### config.mk
export PLATFORM = sky130hd
export DESIGN_NAME = csrgb_alu
export DESIGN_NICKNAME = d
export VERILOG_FILES = /design/src/design/csrgb_pkg.sv /design/src/design/csrgb_alu.sv
export SDC_FILE = /design/constraint.sdc
export NUM_CORES = 1
export LEC_CHECK = 0
export ABC_CLOCK_PERIOD_IN_PS = 8390
export BUFFER_PORTS_ARGS = -buffer_cell sky130_fd_sc_hd__buf_4
export CAP_MARGIN = 20
export CORE_UTILIZATION = 45
export DETAILED_ROUTE_END_ITERATION = 6
export GPL_TIMING_DRIVEN = 0
export PLACE_DENSITY = 0.83
export SLEW_MARGIN = 15
export SYNTH_ARGS = -nofsm -noshare
export SYNTH_HDL_FRONTEND = slang
export SYNTH_SLANG_ARGS = --single-unit
### constraint.sdc
create_clock -name vclk -period 8.39
set_clock_uncertainty 0.05 [all_clocks]
set_input_delay 0.839 -clock vclk [all_inputs]
set_output_delay 0.839 -clock vclk [all_outputs]
set_load 0.02 [all_outputs]
### src/design/csrgb_pkg.sv
// csrgb_pkg: shared types and constants for the csr graph builder
// field widths, command and status codes, shared adder operations
// no dependencies
package csrgb_pkg;

  localparam int DEF_EDGE_SLOTS   = 4096;
  localparam int DEF_MAX_VERTICES = 1024;

  localparam int CMD_W  = 3;
  localparam int VTX_W  = 10;
  localparam int IDX_W  = 13;
  localparam int VAL_W  = 13;
  localparam int VCNT_W = 11;
  localparam int ECNT_W = 13;
  localparam int STAT_W = 2;

  typedef enum logic [CMD_W-1:0] {
    CMD_CLEAR    = 3'd0,
    CMD_LOAD     = 3'd1,
    CMD_BUILD    = 3'd2,
    CMD_READ_OFF = 3'd3,
    CMD_READ_NB  = 3'd4
  } cmd_e;

  typedef enum logic [STAT_W-1:0] {
    ST_OK    = 2'd0,
    ST_FULL  = 2'd1,
    ST_RANGE = 2'd2,
    ST_BAD   = 2'd3
  } status_e;

  typedef enum logic [1:0] {
    ALU_ADD  = 2'd0,
    ALU_INC  = 2'd1,
    ALU_PASS = 2'd2
  } alu_op_e;

endpackage

### src/design/csrgb_alu.sv
// csrgb_alu: shared adder for degree counting, prefix sums and cursor bumps
// depends on csrgb_pkg
module csrgb_alu import csrgb_pkg::*; #(
  parameter int W = 13
) (
  input  alu_op_e        op_i,
  input  logic [W-1:0]   a_i,
  input  logic [W-1:0]   b_i,
  output logic [W-1:0]   sum_o
);

  always_comb begin
    case (op_i)
      ALU_ADD: sum_o = a_i + b_i;
      ALU_INC: sum_o = a_i + W'(1);
      default: sum_o = a_i;
    endcase
  end

endmodule

Yosys cells after proc, flatten, opt, wreduce, memory -nomap -nowiden
Cells that the tools add are included.
Word-level totals
  register bits after elaboration: 0
  latch bits: 0
  bits in writable memories: 0
  bits in read-only memories: 0
  bits of input ports: 28
  output and inout bits: 13
  logic and storage cells: 5
  memories kept: 0
Cells by class
  add/subtract/negate cells: 2
  multipliers: 0
  divide/modulo/power cells: 0
  order comparisons: 0
  equal/unequal tests: 1
  shift-type cells: 0
  mux-type cells: 1
  bitwise operators: 0
  reduce and logical (&&, ||, !) cells: 1
Operator list (count)
  $pmux W13 S2: 1
  $add A13 B1 Y13 const B: 1
  $add A13 B13 Y13: 1
  $eq A2 B1 Y1 const B: 1
  $logic_not A2 Y1: 1

Logic depth before layout (Yosys ltp)
Gate-level depths: netlist of run 1.
  word-level depth: 2
  depth in mapped cells: 11

Worst setup path after synthesis of run 1
Ideal clock, no wire load.
  path kind: input-to-output
  from: input op_i[1]
  to: output sum_o[12]
  data arrival time: 3.164 ns
  required time: 7.501 ns
  slack: 4.337 ns
  cell stages on the path: 11
  buffers on the path: 1
  cell sequence: clkbuf_1 > nand2b_1 > nand2b_1 > ha_1 > fa_1 > a21o_1 > a221oi_2 > a21oi_2 > nand2_1 > o21ai_0 > o21ai_0
Between the ends
  word-level cells in the longest chain between the ends: 2
  elaborated cells on any way between the ends: 3
  classes of those cells: eq/ne: 1; mux: 1; reduce/logical: 1
Ends and longest elaborated chain
  from (decl): RTL line csrgb_alu.sv:6  | input alu_op_e op_i,
  $eq A2 B1 Y1 / $logic_not A2 Y1 (equally long branches): RTL line csrgb_alu.sv:13  | case (op_i)
  $pmux W13 S2 *: RTL line csrgb_alu.sv:13
  to (decl): RTL line csrgb_alu.sv:9  | output logic [W-1:0] sum_o
Every way passes the cells marked *; elsewhere a longest branch is shown, timed or not.

Final worst setup path of run 1
  from: input op_i[1]
  to: output sum_o[10]
Same word-level chain as after synthesis.

==> flow_summary.toml, run 1 <==
[outcome]
status = "complete, but fails checks"
violations = "DRC"

[power]
seqPwrFrac_pct = 0
power_frac_comb_pct = 100.0
switching_share_pct = 52.6
p_sw_mw = 0.0490
p_int_mw = 0.0442
power_density_nw_per_um2 = 85.2
vdd_drop_max_mv = 0.0546
pwr-share-clk_pct = 0
p_leak_nw = 0.552

[cells_and_area]
drive_gt1_share_pct = 28.9
multi_input_area_sq_um = 751
nets = 195
ff_latch_area_sq_um = 0
n_clock_buffer = 0
seq_cells = 0
final_common_cell = "buf_4"
layout_common_cells = "buf_4 (40), o21ai_0 (13), nand2_1 (13)"
n_fill_cell = 138
utilization_pct = 70.1
syn2layout_area_growth_pct = 41.4
diodes = 0

[worst_setup_path]
crit_type = "in2out"
critPathLaunchType = "primary input"
path_max_fanout = 10
cp.arrival_ps = 3610
crit_required_ps = 7500
end_kind = "output port"

[placed_design]
dp_hpwl_mm = 1.73
routabilityCongestion = 0.808
portBuffers = 40

[cts]
ctsHoldBuffers = 0
cts_setup_buffers = 0
cts_resized = 0

[grt]
overflow = 0
grt.total_usage_pct = 22.6
grt_start_max_net_pins = 11
grt_pass1_wl_mm = 3.48
antenna_found_initial = 0
grt_pass1_vias = 896

[floorplanning]
dieArea_sq_um = 1890
fp-row-count = 14
core_sq_um = 1560
io_pins = 41
die_w_um = 43.5
die_height_um = 43.5
initial_core_util_pct = 49.6

[synthesis]
syn_inst = 112
synth-compound-area-share_pct = 34.1
synth-seq-area-share_pct = 0
synth-simple-area-share_pct = 25.4
synthXorXnorAreaFrac_pct = 11.3
muxShareOfSynthArea_pct = 4.21
syn_area_sq_um = 773
ys_warn_count = 0
avgSynthCellArea_sq_um = 6.90
synth_top_family_by_area = "compound AO/OA/AOI/OAI gates"
yosys.cell_types.count = 33
synth_fa_ha_area_share_pct = 22.0
syn_nets = 153

[timing]
slew-limit-headroom_pct = 70.1
tightest_slew_ps = 448
fmax_mhz = 222
period_minus_slack_ps = 4500
whs_ps = 1950
grt_setup_unrepaired = "no"
finalCritPeriodShare_pct = 53.6
finalMaxSlewViolations = 0
hold_viol = 0
finalSetupTns_ps = 0
setup_viol = 0

[detailed_routing]
dr.pass1.iters = 6
wl_per_cell_um = 12.6
num_vias = 958
drc = 4
avgViaCountPerCell = 5.70
drt_iter0_drc = 23
ant_nets = 0
detail_route.wirelength_mm = 2.12

[worst_hold_path]
min_from = "a_i[2]"
min_to = "sum_o[2]"
holdPathStages = 4
min_path_type = "in2out"

[job]
cap_violations = 0
## cell families (layout without fill, tap and decap cells)
kind of cell | count (synthesis) | in the layout
AO/OA/AOI/OAI | 41 | 41
XOR/XNOR | 10 | 10
adder cells (fa/ha/maj) | 13 | 13
buffers and inverters | 6 | 46
multiplexers | 3 | 3
AND/OR/NAND/NOR | 39 | 39
## cell type report
type / count / area share, %
Multi-Input combinational cell: 106 / 68.6
Timing Repair Buffer: 40 / 27.5
Tap cell: 16 / 1.83
Buffer: 4 / 1.37
Inverter: 2 / 0.686
## Yosys cell counts (all sizes together)
cell type / count / area [sq um]
a2111oi: 2 / 18.8
a211oi: 1 / 7.51
a21boi: 1 / 7.51
a21o: 7 / 52.6
a21oi: 8 / 43.8
a221oi: 1 / 15.0
a31o: 1 / 8.76
a31oi: 1 / 6.26
and2: 11 / 68.8
and3: 1 / 6.26
buf: 1 / 3.75
clkbuf: 3 / 11.3
fa: 1 / 20.0
ha: 12 / 150
inv: 2 / 7.51
mux2: 2 / 22.5
mux2i: 1 / 10.0
nand2: 13 / 48.8
nand2b: 3 / 18.8
nand3: 3 / 15.0
nand4: 1 / 6.26
nor2: 3 / 11.3
nor2b: 1 / 6.26
nor3: 3 / 15.0
o21a: 1 / 7.51
o21ai: 16 / 80.1
o21bai: 1 / 7.51
o311ai: 1 / 8.76
xnor2: 3 / 26.3
xor2: 7 / 61.3
## per-layer routing
metal	track usage (%)	share of wire [%]	up-vias	wire length (um)
met5	0	0	-	0
met4	3.13	0.19	0	4
met3	0.833	7.6	2	161
met2	44.5	51	52	1080
met1	27.3	41	413	871
li1	-	-	491	-
## worst max path at each step
stage | from | endpoint | cells past startpoint
global placement | op_i[1] | sum_o[10] | 12
CTS | op_i[1] | sum_o[10] | 12
detailed placement | op_i[1] | sum_o[10] | 12
finish | op_i[1] | sum_o[10] | 12
floorplan | op_i[1] | sum_o[12] | 11
global route | op_i[1] | sum_o[9] | 12
## power by group through the flow
stage	clock [mW]	combinational [mW]	sequential (mW)
after floorplan	0	0.0594	0
after global placement	0	0.0891	0
after detailed placement	0	0.0920	0
after CTS	0	0.0926	0
after global routing	0	0.102	0
final	0	0.0932	0
## stage by stage
stage | instance area, sq um | power [mW] | cells | setup WS, ps
after floorplan | 773 | 0.0594 | 112 | 4340
after global placement | 1090 | 0.0891 | 168 | 4060
after CTS | 1090 | 0.0926 | 168 | 3920
after global routing | 1090 | 0.102 | 168 | 3720
final | 1090 | 0.0932 | 168 | 3890
after detailed placement | 1090 | 0.0920 | 168 | 3940
## critical path, cell delays in order
cell and delay, ps:
clkbuf_1 320, nand2b_1 200, clkbuf_1 340, and2_1 190, ha_1 280, and3_1 230
a221oi_2 360, a21oi_2 160, a31oi_1 240, xor2_1 190, o21ai_1 90, buf_4 180
Power figures use the tool's default switching activity.
==> run 2: changes to the inputs <==
ABC_AREA = 1   (was default)
ABC_CLOCK_PERIOD_IN_PS = 4500   (was 8390)
PLACE_DENSITY = 0.79   (was 0.83)
clock period = 4.5 ns   (was 8.39 ns; I/O delays follow)
==> flow_summary.toml, run 2 <==
[grt]
grt_start_max_net_pins = 11
grt.total_usage_pct = 24.0
overflow = 0
antenna_found_initial = 0
met3_usage_pct = 0
grt_pass1_vias = 1039
met1_usage_pct = 35.2
busiest_layer = "met2"
grt_pass1_wl_mm = 4.17
grt_use_met2_pct = 41.1

[synthesis]
syn_inst = 202
yosys.cell_types.count = 20
synth_most_common_cell = "nand2_1"
ys_warn_count = 0
syn_area_sq_um = 960
synth_common_cells = "nand2_1 (84), inv_1 (40), nor2_1 (20)"
avgSynthCellArea_sq_um = 4.75
synth.area.top_cells = "nand2_1 (33%), ha_1 (16%), inv_1 (16%), nand3_1 (9.4%), nor2_1 (7.8%)"
synth-seq-area-share_pct = 0
yosysTopAreaCell = "nand2_1"
synth_top_area_share_pct = 32.9
syn_nets = 243

[cts]
cts_setup_buffers = 0
cts_resized = 0
ctsHoldBuffers = 0

[floorplanning]
core_sq_um = 1980
io_pins = 41
fp-row-count = 16
die_w_um = 48.2
die_height_um = 48.2
initial_core_util_pct = 48.4
dieArea_sq_um = 2320

[outcome]
status = "complete, no violations"

[detailed_routing]
drc = 0
drt_iter0_drc = 31
wl_per_cell_um = 9.39
ant_nets = 0
num_vias = 1288
detail_route.wirelength_mm = 2.53
avgViaCountPerCell = 4.77
dr.pass1.iters = 4

[cells_and_area]
layout_common_cells = "nand2_1 (84), buf_4 (42), inv_1 (40)"
n_clock_buffer = 0
ff_latch_area_sq_um = 0
syn2layout_area_growth_pct = 35.6
seq_cells = 0
nets = 286
n_fill_cell = 216
drive_gt1_share_pct = 19.8
final_common_cell = "nand2_1"
diodes = 0

[worst_setup_path]
cp.arrival_ps = 2480
crit_required_ps = 4000
crit_type = "in2out"
critPathLaunchType = "primary input"
path_max_fanout = 7
end_kind = "output port"

[timing]
grt_setup_unrepaired = "no"
fmax_mhz = 336
tightest_slew_ps = 237
period_minus_slack_ps = 2980
slew-limit-headroom_pct = 84.2
hold_viol = 0
finalMaxSlewViolations = 0
finalSetupTns_ps = 0
whs_ps = 1160
finalCritPeriodShare_pct = 66.2
setup_viol = 0

[power]
vdd_drop_max_mv = 0.0803
power_density_nw_per_um2 = 137
p_leak_nw = 0.867

[placed_design]
routabilityCongestion = 0.841
dp_hpwl_mm = 2.14
portBuffers = 41

[worst_hold_path]
min_path_type = "in2out"

[job]
cap_violations = 0
-- run 2: cell types whose count changed after synthesis, moves of 10 or more --
cell,delta
inv_1,+38
nand2_1,+71
o21ai_0,-10
nor2_1,+17
nand3_1,+15
and2_1,-11
-- run 2: per-layer routing --
| metal | share of wire [%] | up-vias |
|---|---|---|
| li1 | - | 702 |
| met1 | 50 | 545 |
| met2 | 46 | 39 |
| met3 | 3.3 | 2 |
| met4 | 0.91 | 0 |
| met5 | 0 | - |
-- run 2: critical path, cell delays in order --
cell     delay [ps]
buf_4           130
inv_2            50
nand2_1          80
inv_1            80
or2_2           280
ha_1            240
fa_1            410
nand3_1         120
nand3_1         140
nand3_1         120
nand3_1          70
nand2_1          60
nand3_1          60
nand2_1          60
buf_4           130
-- run 2: through the flow --
step | cells | power [mW] | setup slack, ps | cell area (sq um) | utilization, %
floorplan | 202 | 0.116 | 1700 | 960 | -
global placement | 270 | 0.176 | 1550 | 1300 | 65.7
detailed placement | 270 | 0.178 | 1520 | 1300 | 65.7
CTS | 270 | 0.179 | 1520 | 1300 | 65.7
global route | 270 | 0.203 | 1360 | 1300 | 65.7
finish | 270 | 0.179 | 1520 | 1300 | 65.7
-- run 2: path summary, 6_finish.rpt --
| kind | startpoint | end | depth (start not counted) |
|---|---|---|---|
| max | op_i[1] | sum_o[12] | 15 |
| min | a_i[11] | sum_o[11] | 4 |
-- run 2: kinds of logic after synthesis --
kind of cell    after synthesis  share of synthesized area [%]
xor+xnor                      1                          0.913
buf+inv                      44                           17.9
compound gates               11                           5.87
fa+ha+maj                    13                           17.7
simple gates                133                           57.6
-- run 2: final cells by class --
type | count | area (sq um) | share of cell area, %
plain buffers | 3 | 17.5 | 1.35
inverters | 41 | 154 | 11.8
multi-input cells | 158 | 788 | 60.6
well taps | 27 | 33.8 | 2.60
repair buffers | 41 | 308 | 23.7
-- run 2: power by group --
part	switching, mW	internal (mW)	leakage (nW)
clock	0	0	0
combinational	0.101	0.0778	0.867
sequential	0	0	0
